**src/sv/sorted_list_engine_unit_defines.svh**
```systemverilog
// Assertion macros shared by the sorted list engine.
`ifndef SORTED_LIST_ENGINE_UNIT_DEFINES_SVH
`define SORTED_LIST_ENGINE_UNIT_DEFINES_SVH

// Condition must hold in the same cycle as the trigger.
`define SLE_ASSERT_SAME(label, clk, rst_n, trig, cond) \
  label: assert property (@(posedge clk) disable iff (!rst_n) (trig) |-> (cond)) \
    else $error("sorted list engine: same-cycle check failed");

// Condition must hold in the cycle after the trigger.
`define SLE_ASSERT_NEXT(label, clk, rst_n, trig, cond) \
  label: assert property (@(posedge clk) disable iff (!rst_n) (trig) |=> (cond)) \
    else $error("sorted list engine: next-cycle check failed");

`endif

```
**src/sv/sle_pkg.sv**
```systemverilog
`default_nettype none

package sle_pkg;

  // Default number of list cells.
  parameter int CAPACITY_DEF = 16;

  // Fixed field widths of the request and result.
  localparam int CMD_W   = 2;
  localparam int VALUE_W = 32;
  localparam int POS_W   = 4;
  localparam int COUNT_W = 5;

  // Command codes.
  typedef enum logic [CMD_W-1:0] {
    CMD_INSERT = 2'd0,
    CMD_REMOVE = 2'd1,
    CMD_FIND   = 2'd2
  } cmd_t;

  // Broadcast from the control logic to every cell.
  typedef struct packed {
    logic               ins_en;
    logic               rem_en;
    logic [VALUE_W-1:0] value;
  } cell_ctl_t;

  // What a cell shows to its neighbors.
  typedef struct packed {
    logic [VALUE_W-1:0] value;
    logic               valid;
    logic               lt;
  } cell_stat_t;

endpackage

`default_nettype wire

```
**src/sv/sle_if.sv**
```systemverilog
`default_nettype none

// Request channel: command and value.
interface sle_in_if;
  logic                          valid;
  logic                          ready;
  logic [sle_pkg::CMD_W-1:0]     cmd;
  logic signed [sle_pkg::VALUE_W-1:0] value;

  modport source (output valid, output cmd, output value, input ready);
  modport sink   (input valid, input cmd, input value, output ready);
endinterface

// Result channel.
interface sle_out_if;
  logic                          valid;
  logic                          ready;
  logic                          ok;
  logic [sle_pkg::POS_W-1:0]     position;
  logic [sle_pkg::COUNT_W-1:0]   count;
  logic                          empty_res;

  modport source (output valid, output ok, output position, output count,
                  output empty_res, input ready);
  modport sink   (input valid, input ok, input position, input count,
                  input empty_res, output ready);
endinterface

`default_nettype wire

```
**src/sv/sle_cell.sv**
```systemverilog
`default_nettype none

// One slot of the sorted list. It compares its entry with the request value
// and, on an update, keeps its entry, takes the request value or takes one from a neighbor.
module sle_cell (
  input  wire logic                 clk,
  input  wire logic                 rst_n,
  input  wire sle_pkg::cell_ctl_t   ctl,
  input  wire sle_pkg::cell_stat_t  left,
  input  wire sle_pkg::cell_stat_t  right,
  output sle_pkg::cell_stat_t       stat,
  output logic                      hit
);

  logic [sle_pkg::VALUE_W-1:0] value_r, value_nxt;
  logic                        valid_r, valid_nxt;
  logic                        lt;
  logic                        boundary;

  // Entry is stored and orders below the request value.
  assign lt       = valid_r & ($signed(value_r) < $signed(ctl.value));
  // First slot that is not below the request value.
  assign boundary = ~lt & left.lt;
  assign hit      = boundary & valid_r & (value_r == ctl.value);

  assign stat.value = value_r;
  assign stat.valid = valid_r;
  assign stat.lt    = lt;

  // Insert opens a gap at the boundary; remove closes it from the right.
  always_comb begin
    value_nxt = value_r;
    valid_nxt = valid_r;
    if (ctl.ins_en && !lt) begin
      if (left.lt) begin
        value_nxt = ctl.value;
        valid_nxt = 1'b1;
      end else begin
        value_nxt = left.value;
        valid_nxt = left.valid;
      end
    end else if (ctl.rem_en && !lt) begin
      value_nxt = right.value;
      valid_nxt = right.valid;
    end
  end

  always_ff @(posedge clk) begin
    if (!rst_n) begin
      valid_r <= 1'b0;
    end else begin
      valid_r <= valid_nxt;
    end
  end

  always_ff @(posedge clk) begin
    value_r <= value_nxt;
  end

endmodule

`default_nettype wire

```
**src/sv/sorted_list_engine_unit.sv**
```systemverilog
// Sorted list engine: holds up to CAPACITY signed 32-bit values in ascending
// order in a row of cells, each holding one entry. Every request (insert,
// remove first equal, find position) is compared against all cells at once
// and the row shifts in the same cycle; the result appears in the output
// register in the next cycle. With the result taken promptly the block
// accepts one request per cycle. The path that sets the clock is the 32-bit
// compare in every cell followed by the OR of the match flags that gates the
// remove shift. Reset empties the list at once.
`default_nettype none

`include "sorted_list_engine_unit_defines.svh"

module sorted_list_engine_unit #(
  parameter int CAPACITY = sle_pkg::CAPACITY_DEF
) (
  input  wire logic   clk,
  input  wire logic   rst_n,
  sle_in_if.sink      in_chan,
  sle_out_if.source   out_chan
);

  localparam int IW = $clog2(CAPACITY);
  localparam int CW = $clog2(CAPACITY + 1);

  sle_pkg::cell_ctl_t  ctl;
  sle_pkg::cell_stat_t stat [CAPACITY];
  sle_pkg::cell_stat_t head_stat;
  sle_pkg::cell_stat_t tail_stat;
  logic [CAPACITY-1:0] hit_vec;
  logic [CAPACITY-1:0] valid_vec;

  logic               accept;
  logic               full;
  logic               any_hit;
  logic [IW-1:0]      hit_idx;
  logic               is_ins, is_rem, is_find;

  logic [CW-1:0]      cnt_r, cnt_nxt;
  logic               out_valid_r, out_valid_nxt;
  logic               ok_r, ok_nxt;
  logic [sle_pkg::POS_W-1:0]   pos_r, pos_nxt;
  logic [sle_pkg::COUNT_W-1:0] cnt_out_r;
  logic               empty_r;
  logic [IW+sle_pkg::POS_W-1:0]   pos_ext;
  logic [CW+sle_pkg::COUNT_W-1:0] cnt_ext;

  // Handshake: the output register frees up when its result is taken.
  // No request is taken while reset is held.
  assign in_chan.ready = rst_n & (~out_valid_r | out_chan.ready);
  assign accept        = in_chan.valid & in_chan.ready;

  // Command decode.
  always_comb begin
    is_ins  = 1'b0;
    is_rem  = 1'b0;
    is_find = 1'b0;
    unique case (sle_pkg::cmd_t'(in_chan.cmd))
      sle_pkg::CMD_INSERT: is_ins  = 1'b1;
      sle_pkg::CMD_REMOVE: is_rem  = 1'b1;
      sle_pkg::CMD_FIND:   is_find = 1'b1;
      default: ;
    endcase
  end

  assign full       = stat[CAPACITY-1].valid;
  assign any_hit    = |hit_vec;
  assign ctl.ins_en = accept & is_ins & ~full;
  assign ctl.rem_en = accept & is_rem & any_hit;
  assign ctl.value  = in_chan.value;

  // Ends of the row: nothing below the first cell, nothing after the last.
  assign head_stat = '{value: '0, valid: 1'b0, lt: 1'b1};
  assign tail_stat = '{value: '0, valid: 1'b0, lt: 1'b0};

  // The row of cells.
  for (genvar i = 0; i < CAPACITY; i++) begin : g_cell
    if (i == 0) begin : g_first
      sle_cell u_cell (
        .clk   (clk),
        .rst_n (rst_n),
        .ctl   (ctl),
        .left  (head_stat),
        .right (stat[1]),
        .stat  (stat[0]),
        .hit   (hit_vec[0])
      );
    end else if (i == CAPACITY - 1) begin : g_last
      sle_cell u_cell (
        .clk   (clk),
        .rst_n (rst_n),
        .ctl   (ctl),
        .left  (stat[i-1]),
        .right (tail_stat),
        .stat  (stat[i]),
        .hit   (hit_vec[i])
      );
    end else begin : g_mid
      sle_cell u_cell (
        .clk   (clk),
        .rst_n (rst_n),
        .ctl   (ctl),
        .left  (stat[i-1]),
        .right (stat[i+1]),
        .stat  (stat[i]),
        .hit   (hit_vec[i])
      );
    end
    assign valid_vec[i] = stat[i].valid;
  end

  // At most one match flag is set, so its index is an OR of masked indexes.
  always_comb begin
    hit_idx = '0;
    for (int i = 0; i < CAPACITY; i++) begin
      if (hit_vec[i]) begin
        hit_idx = hit_idx | IW'(i);
      end
    end
  end

  // Entry count after the request.
  always_comb begin
    cnt_nxt = cnt_r;
    if (ctl.ins_en) begin
      cnt_nxt = cnt_r + 1'b1;
    end else if (ctl.rem_en) begin
      cnt_nxt = cnt_r - 1'b1;
    end
  end

  // Result fields; position and count keep their low bits.
  assign pos_ext = {{sle_pkg::POS_W{1'b0}}, hit_idx};
  assign cnt_ext = {{sle_pkg::COUNT_W{1'b0}}, cnt_nxt};

  always_comb begin
    ok_nxt        = ok_r;
    pos_nxt       = pos_r;
    out_valid_nxt = out_valid_r;
    if (out_chan.ready) begin
      out_valid_nxt = 1'b0;
    end
    if (accept) begin
      out_valid_nxt = 1'b1;
      ok_nxt        = ctl.ins_en | ctl.rem_en | (is_find & any_hit);
      pos_nxt       = (is_find & any_hit) ? pos_ext[sle_pkg::POS_W-1:0] : '0;
    end
  end

  always_ff @(posedge clk) begin
    if (!rst_n) begin
      cnt_r       <= '0;
      out_valid_r <= 1'b0;
    end else begin
      cnt_r       <= cnt_nxt;
      out_valid_r <= out_valid_nxt;
    end
  end

  always_ff @(posedge clk) begin
    ok_r  <= ok_nxt;
    pos_r <= pos_nxt;
    if (accept) begin
      cnt_out_r <= cnt_ext[sle_pkg::COUNT_W-1:0];
      empty_r   <= (cnt_nxt == '0);
    end
  end

  assign out_chan.valid     = out_valid_r;
  assign out_chan.ok        = ok_r;
  assign out_chan.position  = pos_r;
  assign out_chan.count     = cnt_out_r;
  assign out_chan.empty_res = empty_r;

  // The count register shows a full list exactly when the last cell is filled.
  `SLE_ASSERT_SAME(a_full_matches_count, clk, rst_n, 1'b1,
                   (cnt_r == CW'(CAPACITY)) == full)
  // Filled cells always form a prefix of the row.
  `SLE_ASSERT_SAME(a_valid_prefix, clk, rst_n, 1'b1,
                   ((valid_vec + 1'b1) & valid_vec) == '0)
  // At most one cell reports the first equal entry.
  `SLE_ASSERT_SAME(a_single_hit, clk, rst_n, 1'b1, $onehot0(hit_vec))
  // A successful insert grows the list by one.
  `SLE_ASSERT_NEXT(a_insert_grows, clk, rst_n, ctl.ins_en,
                   cnt_r == $past(cnt_r) + 1'b1)

endmodule

`default_nettype wire
```
**src/flat_wrapper.sv**
```systemverilog
// flat-port wrapper written by rule: the top's interface ports become plain ports
module sorted_list_engine_unit_flat 
#(
  parameter int CAPACITY = sle_pkg::CAPACITY_DEF
)
  (clk, rst_n, in_chan_valid, in_chan_cmd, in_chan_value, in_chan_ready, out_chan_valid, out_chan_ok, out_chan_position, out_chan_count, out_chan_empty_res, out_chan_ready);
  sle_in_if in_chan_i ();
  sle_out_if out_chan_i ();
  input  wire logic clk;
  input  wire logic rst_n;
  input wire logic [$bits(in_chan_i.valid)-1:0] in_chan_valid;
  input wire logic [$bits(in_chan_i.cmd)-1:0] in_chan_cmd;
  input wire logic [$bits(in_chan_i.value)-1:0] in_chan_value;
  output wire logic [$bits(in_chan_i.ready)-1:0] in_chan_ready;
  output wire logic [$bits(out_chan_i.valid)-1:0] out_chan_valid;
  output wire logic [$bits(out_chan_i.ok)-1:0] out_chan_ok;
  output wire logic [$bits(out_chan_i.position)-1:0] out_chan_position;
  output wire logic [$bits(out_chan_i.count)-1:0] out_chan_count;
  output wire logic [$bits(out_chan_i.empty_res)-1:0] out_chan_empty_res;
  input wire logic [$bits(out_chan_i.ready)-1:0] out_chan_ready;
  assign in_chan_i.valid = in_chan_valid;
  assign in_chan_i.cmd = in_chan_cmd;
  assign in_chan_i.value = in_chan_value;
  assign in_chan_ready = in_chan_i.ready;
  assign out_chan_valid = out_chan_i.valid;
  assign out_chan_ok = out_chan_i.ok;
  assign out_chan_position = out_chan_i.position;
  assign out_chan_count = out_chan_i.count;
  assign out_chan_empty_res = out_chan_i.empty_res;
  assign out_chan_i.ready = out_chan_ready;
  sorted_list_engine_unit #(.CAPACITY(CAPACITY)) u_core (.clk(clk), .rst_n(rst_n), .in_chan(in_chan_i), .out_chan(out_chan_i));
endmodule
```
**config.mk**
```make
export PLATFORM = sky130hd
export DESIGN_NAME = sorted_list_engine_unit_flat
export DESIGN_NICKNAME = d
export VERILOG_FILES = /design/src/sv/sle_pkg.sv /design/src/sv/sle_if.sv /design/src/sv/sle_cell.sv /design/src/sv/sorted_list_engine_unit.sv /design/src/flat_wrapper.sv
export VERILOG_INCLUDE_DIRS = /design/src /design/src/sv
export SDC_FILE = /design/constraint.sdc
export NUM_CORES = 2
export LEC_CHECK = 0
export ABC_AREA = 1
export BUFFER_PORTS_ARGS = -buffer_cell sky130_fd_sc_hd__buf_4
export CORE_ASPECT_RATIO = 0.7
export CORE_MARGIN = 2
export CORE_UTILIZATION = 55
export CTS_BUF_LIST = sky130_fd_sc_hd__clkbuf_4
export DETAILED_ROUTE_END_ITERATION = 6
export GPL_ROUTABILITY_DRIVEN = 1
export HOLD_SLACK_MARGIN = 0.1
export MAX_ROUTING_LAYER = met4
export PLACE_DENSITY = 0.79
export SYNTH_ARGS = -nofsm -noshare
export SYNTH_HDL_FRONTEND = slang
export SYNTH_SLANG_ARGS = --single-unit
```
**constraint.sdc**
```tcl
create_clock -name clk -period 4.94 [get_ports clk]
set_input_delay 0.988 -clock clk [delete_from_list [all_inputs] [get_ports clk]]
set_output_delay 0.988 -clock clk [all_outputs]
set_load 0.02 [all_outputs]
```
# --- Word-level counts from Yosys, hierarchy flattened ---
# Cells that the tools add are included.
totals:
  reg_bits: 545
  inputBits: 38
  out_inout_bits: 13
classes:
  add_sub_neg: 2
  magnitude_cmp: 16
  eq_ne: 18
  mux: 116
  n_bitwise: 91
  n_reduce_logical: 68
op_table:
  columns: ["op", "n"]
  rows:
  - ["32-bit two-way mux", 47]
  - ["32-bit equality test", 16]
  - ["32-bit less-than comparator", 16]
  - ["1-bit AND", 70]
  - ["1-bit two-way mux", 53]
  - ["2-bit nonzero test", 17]
  - ["1-bit logical AND", 32]
  - ["4-bit two-way mux", 8]
  - ["1-bit inverter", 18]
  - ["1-bit zero test", 16]
  - ["16-bit OR reduction", 1]
  - ["3-bit two-way mux", 4]
  - ["5-bit two-way mux", 2]
  - ["5-bit by 1-bit adder with 5-bit output, second input constant", 1]
  - ["5-bit zero test", 1]
  - ["5-bit by 1-bit subtractor with 5-bit output, second input constant", 1]
  - ["2-bit two-way mux", 2]
  - ["1-bit OR", 3]
  - ["2-bit by 1-bit equality test with 1-bit output, second input constant", 1]
  - ["2-bit equality test, second input constant", 1]
  - ["2-bit zero test", 1]

# --- Longest topological paths before layout ---
depth:
  word_depth: 21
  depth_mapped: 29
  mapped_depth_nobuf: 28

# --- By module ---
# A second synthesis with hierarchy kept.
hier_totals:
  cells_unflattened: 5971
  hier_area_um2: 47787.1
modules_own_cells:
  columns: ["module", "n_inst", "cells_per_inst", "area_each_um2", "seq_area_each_um2"]
  rows:
  - ["sle_cell", 16, 366, 2926.6, 980.9]
  - ["sorted_list_engine_unit", 1, 115, 962.2, 450.4]

# --- Worst setup path before layout ---
# No wires, ideal clock.
synth_timing:
  path_type: "input to register"
  start: "input in_chan_value[31]"
  end: "register u_core.g_cell[5].g_mid.u_cell.value_r[0] (netlist bit), enable pin"
  setup_time_ns: 0.423
  arrival_time_ns: 4.565
  required_ns: 4.517
  path_slack_ns: -0.048
  cell_stages: 22
  cell_sequence: "inv_1 -> ha_1 -> nand2_1 -> inv_1 -> nor2_1 -> o21a_1 -> nand2_1 -> a21oi_1 -> nand3_1 -> nand2_1 -> nor2_1 -> buf_4 -> nor2_1 -> nor2_1 -> nand2_1 -> nor2_4 -> nand2_4 -> nand2_4 -> nand2_2 -> inv_2 -> buf_6 -> nor2_1"
synth_between:
  elab_chain_len: 10
synth_rtl:
  columns: ["item", "line", "rtl"]
  rows:
  - ["from (decl)", "flat_wrapper.sv:13", "input wire logic [$bits(in_chan_i.value)-1:0] in_chan_value;"]
  - ["32-bit less-than comparator", "sle_cell.sv:21", "assign lt = valid_r & ($signed(value_r) < $signed(ctl.value));"]
  - ["1-bit AND", "sle_cell.sv:21", null]
  - ["1-bit inverter", "sle_cell.sv:23", "assign boundary = ~lt & left.lt;"]
  - ["1-bit AND", "sle_cell.sv:23", null]
  - ["1-bit AND (2 in series)", "sle_cell.sv:24", "assign hit = boundary & valid_r & (value_r == ctl.value);"]
  - ["16-bit OR reduction", "sorted_list_engine_unit.sv:66", "assign any_hit = |hit_vec;"]
  - ["1-bit AND", "sorted_list_engine_unit.sv:68", "assign ctl.rem_en = accept & is_rem & any_hit;"]
  - ["1-bit logical AND", "sle_cell.sv:42", "end else if (ctl.rem_en && !lt) begin"]
  - ["2-bit nonzero test (no source line) *", null, null]
  - ["to (signal assigned)", "sle_cell.sv:57", "value_r <= value_nxt;"]
  - ["to (decl)", "sle_cell.sv:15", "logic [sle_pkg::VALUE_W-1:0] value_r, value_nxt;"]
# Every way passes the cells marked *; elsewhere a longest branch is shown, timed or not.
# A chain may end at the register's enable or synchronous reset.

# --- Worst setup path in the final report ---
layout_timing:
  start: "register u_core.g_cell[12].g_mid.u_cell.value_r[31] (netlist bit)"
  end: "register u_core.g_cell[9].g_mid.u_cell.value_r[1] (netlist bit), enable pin"
layout_between:
  elab_chain_len: 10
layout_rtl:
  columns: ["item", "line"]
  rows:
  - ["from (decl)", "sle_cell.sv:15"]
  - ["from (signal assigned)", "sle_cell.sv:57"]
  - ["32-bit less-than comparator", "sle_cell.sv:21"]
  - ["1-bit AND", "sle_cell.sv:21"]
  - ["1-bit inverter", "sle_cell.sv:23"]
  - ["1-bit AND", "sle_cell.sv:23"]
  - ["1-bit AND (2 in series)", "sle_cell.sv:24"]
  - ["16-bit OR reduction *", "sorted_list_engine_unit.sv:66"]
  - ["1-bit AND *", "sorted_list_engine_unit.sv:68"]
  - ["1-bit logical AND *", "sle_cell.sv:42"]
  - ["2-bit nonzero test (no source line) *", null]
  - ["to (signal assigned)", "sle_cell.sv:57"]
  - ["to (decl)", "sle_cell.sv:15"]
# Marks and branches as above.

==> flow_summary.ini <==
[cts]
clkTransAtPathRegs_ps = 80
cts_setup_buffers = 0
htreeDepth = 4
cts_tree = done
clk_latency_ps = 1090
root_buffer = clkbuf_4
numCtsBuffers = 149
cts.path.max_buffers = 3
clock_sinks = 545

[setup_path]
crit_path_start_kind = register
crit_arrival_ps = 4530
cp_max_fo = 33
ff2ff_setup_slack_ps = 1130
critPathRequiredTime_ps = 5660
cp-startpoint = u_core.g_cell[12].g_mid.u_cell.value_r[31]
crit_type = reg2reg
r2r-start = u_core.g_cell[12].g_mid.u_cell.value_r[31]
worst_setup_path_end_kind = register

[global_route]
antenna_found_initial = 4
overflow = 0
track_usage_pct = 45.2
first_global_vias = 34488
grt_max_degree = 60
grt_pass1_wl_um = 229000

[sta]
tns_ps = 0
max_freq_ghz = 0.262
hold_viol = 0
slew_viol_final = 0
final.setup.worst_slack_ps = 1130
hold-worst-slack_ps = 301
relSlewSlack_pct = 34.5
fin_skew_ps = 74.7
tightest_slew_ps = 982
period_minus_slack_ps = 3810
rsz0062_at_grt = no
setup_viol = 0
period_share_pct = 77.2

[placed_design]
gp_congestion = 1.05
dp_hpwl_um = 116000
portBuffers = 50
place_area_mm2 = 0.0418
dp_worst_setup_slack_ps = 232

[synthesis]
synth_edf_count = 523
ys_seq_area_share_pct = 41.4
postSynthAreaPerCell_um2 = 8.28
synth_area_leaders = edfxtp_1, ha_1, o21ai_0
syn_inst = 4704
yosysWarnings = 0
synth_nets = 5256
ys.flop_type = edfxtp_1
synth_area_mm2 = 0.0390
ys_seq_elements = 545
async_reset_ff_share_pct = 0
synth_top_area_cell = edfxtp_1
yosysMostFrequentCell = nand2_1
synth_top_area_share_pct = 40.3
yosysUniqueCellTypes = 46
yosys-top-cells-count = nand2_1, o21ai_0, nor2_1

[power_and_ir_drop]
vdd_drop_max_mv = 0.212
intPower_mw = 7.86
combPwrFrac_pct = 13.9
leakagePower_nw = 19.2
switching_share_pct = 29.6
p_clk_share_pct = 39.3
p_switching_mw = 3.31
power.share.sequential_pct = 46.8
powerDensity_mw_per_mm2 = 255

[layout]
area.growth.synth_to_final_pct = 12.4
layout.nets = 5451
finalInstanceArea_mm2 = 0.0438
drive_gt1_share_pct = 11.5

[die]
start_util_pct = 55.7
die_x_um = 322
rows = 81
io_pins = 51
core_mm2 = 0.0699
dieArea_mm2 = 0.0730
die-height_um = 227

[route]
drtAntennaViolNets = 0
drt_wl_total_um = 161000
via_per_inst = 6.45
via_count = 38230
drcViolationCount = 0
drt_iter0_drc = 6441
wire_per_inst_um = 27.1
dr.pass1.iters = 6

[worst_hold_path]
hold_start = out_chan_ready
hp-class = in2reg

[run]
cap_viol_max_count = 0

[outcome]
status = complete, no violations
## registers in the layout, indices dropped and copies added, names as in the netlist
signal                                flops
u_core.g_cell.g_mid.u_cell.value_r      448
u_core.out_chan.empty_res                 1
u_core.g_cell.g_mid.u_cell.valid_r       14
u_core.g_cell.g_last.u_cell.value_r      32
u_core.g_cell.g_first.u_cell.valid_r      1
u_core.out_chan.ok                        1
u_core.out_chan.position                  4
u_core.g_cell.g_last.u_cell.valid_r       1
u_core.g_cell.g_first.u_cell.value_r     32
u_core.cnt_r                              5
u_core.out_chan.valid                     1
u_core.out_chan.count                     5
## metal layers
layer / vias to the layer above / share of wire (%) / GRT usage [%]
met2: 3402 / 34 / 51.6
met1: 17449 / 41 / 65.6
met5: - / 0 / -
li1: 17031 / - / -
met3: 348 / 21 / 21.8
met4: 0 / 4.1 / 17.5
## layout make-up
| type | instances | area, um^2 |
|---|---|---|
| Multi-Input combinational cell | 3601 | 20800 |
| Antenna cell | 5 | 12.5 |
| Clock buffer | 213 | 1600 |
| Clock inverter | 46 | 335 |
| Fill cell | 6115 | 26100 |
| Timing Repair Buffer | 269 | 2550 |
| Inverter | 333 | 1250 |
| Tap cell | 913 | 1140 |
| Sequential cell | 545 | 16100 |
## logic make-up (layout without fill, tap and decap cells)
family | count (synthesis) | after routing | synth area share, %
buffers and inverters | 558 | 861 | 5.49
DFF | 545 | 545 | 41.4
AOI/OAI and AO/OA | 1429 | 1429 | 19.3
adders and majority gates | 514 | 514 | 16.5
and+or+nand+nor | 1658 | 1658 | 17.3
other | 0 | 5 | 0
## path summary, 6_finish.rpt
kind | to | depth (start not counted)
setup / recovery | u_core.g_cell[9].g_mid.u_cell.value_r[1] | 19
hold / removal | u_core.out_chan.valid | 4
setup reg to reg | u_core.g_cell[9].g_mid.u_cell.value_r[1] | 19
hold reg to reg | u_core.g_cell[15].g_last.u_cell.valid_r | 2
## critical path, cell delays in order (launching register included)
cell and delay (ps):
edfxtp_1 490, ha_1 380, nand2_1 80, nor2_1 320, nand4_1 330, nor2_1 220
nand2_1 90, nand3_1 80, nand3_2 140, nor2_1 170, nor2_1 100, nand2_1 130
nor2_4 60, nand2_4 60, nand2_4 50, nand2_2 100, inv_2 60, buf_12 160
nor2_2 130, buf_12 250
## timing repair
item / 4_1_cts / 5_1_grt
hold buffers: 1 / 0
endpoints found under the hold margin: 1 / 0
resized for setup: 0 / 0
## cells in the final DEF, fill, tap and decap left out, types with 22 or more instances in the layout
cell type / synthesis / layout
dfxtp_1: 22 / 22
ha_1: 514 / 514
o21a_1: 30 / 30
o22ai_1: 34 / 34
nor2_1: 576 / 560
nor2_2: 11 / 23
o21ai_1: 95 / 95
buf_4: 1 / 226
nor3_1: 24 / 24
o21ai_0: 704 / 704
nand4_1: 49 / 49
nand3_1: 54 / 54
inv_1: 316 / 316
nand2_1: 899 / 896
a21oi_1: 464 / 464
clkbuf_4: 0 / 213
buf_12: 0 / 42
o31ai_1: 56 / 56
clkinv_1: 6 / 30
edfxtp_1: 523 / 523
## power by group through the flow
| stage | clock, mW | sequential [mW] | combinational, mW |
|---|---|---|---|
| floorplan | 0 | 5.27 | 0.825 |
| global placement | 0 | 5.31 | 1.42 |
| detailed placement | 0 | 5.31 | 1.46 |
| CTS | 4.39 | 5.21 | 1.46 |
| global route | 4.63 | 5.22 | 1.66 |
| finish | 4.39 | 5.22 | 1.55 |
## through the flow
step | power, mW | std cells | util [%]
6_report | 11.2 | 5925 | 62.6
5_1_grt | 11.5 | 5925 | 62.6
4_1_cts | 11.1 | 5920 | 62.6
3_5_place_dp | 6.77 | 5660 | 59.8
3_3_place_gp | 6.73 | 5660 | 59.8
2_1_floorplan | 6.10 | 4704 | -
Note: power is estimated with default switching activity, not from simulation.
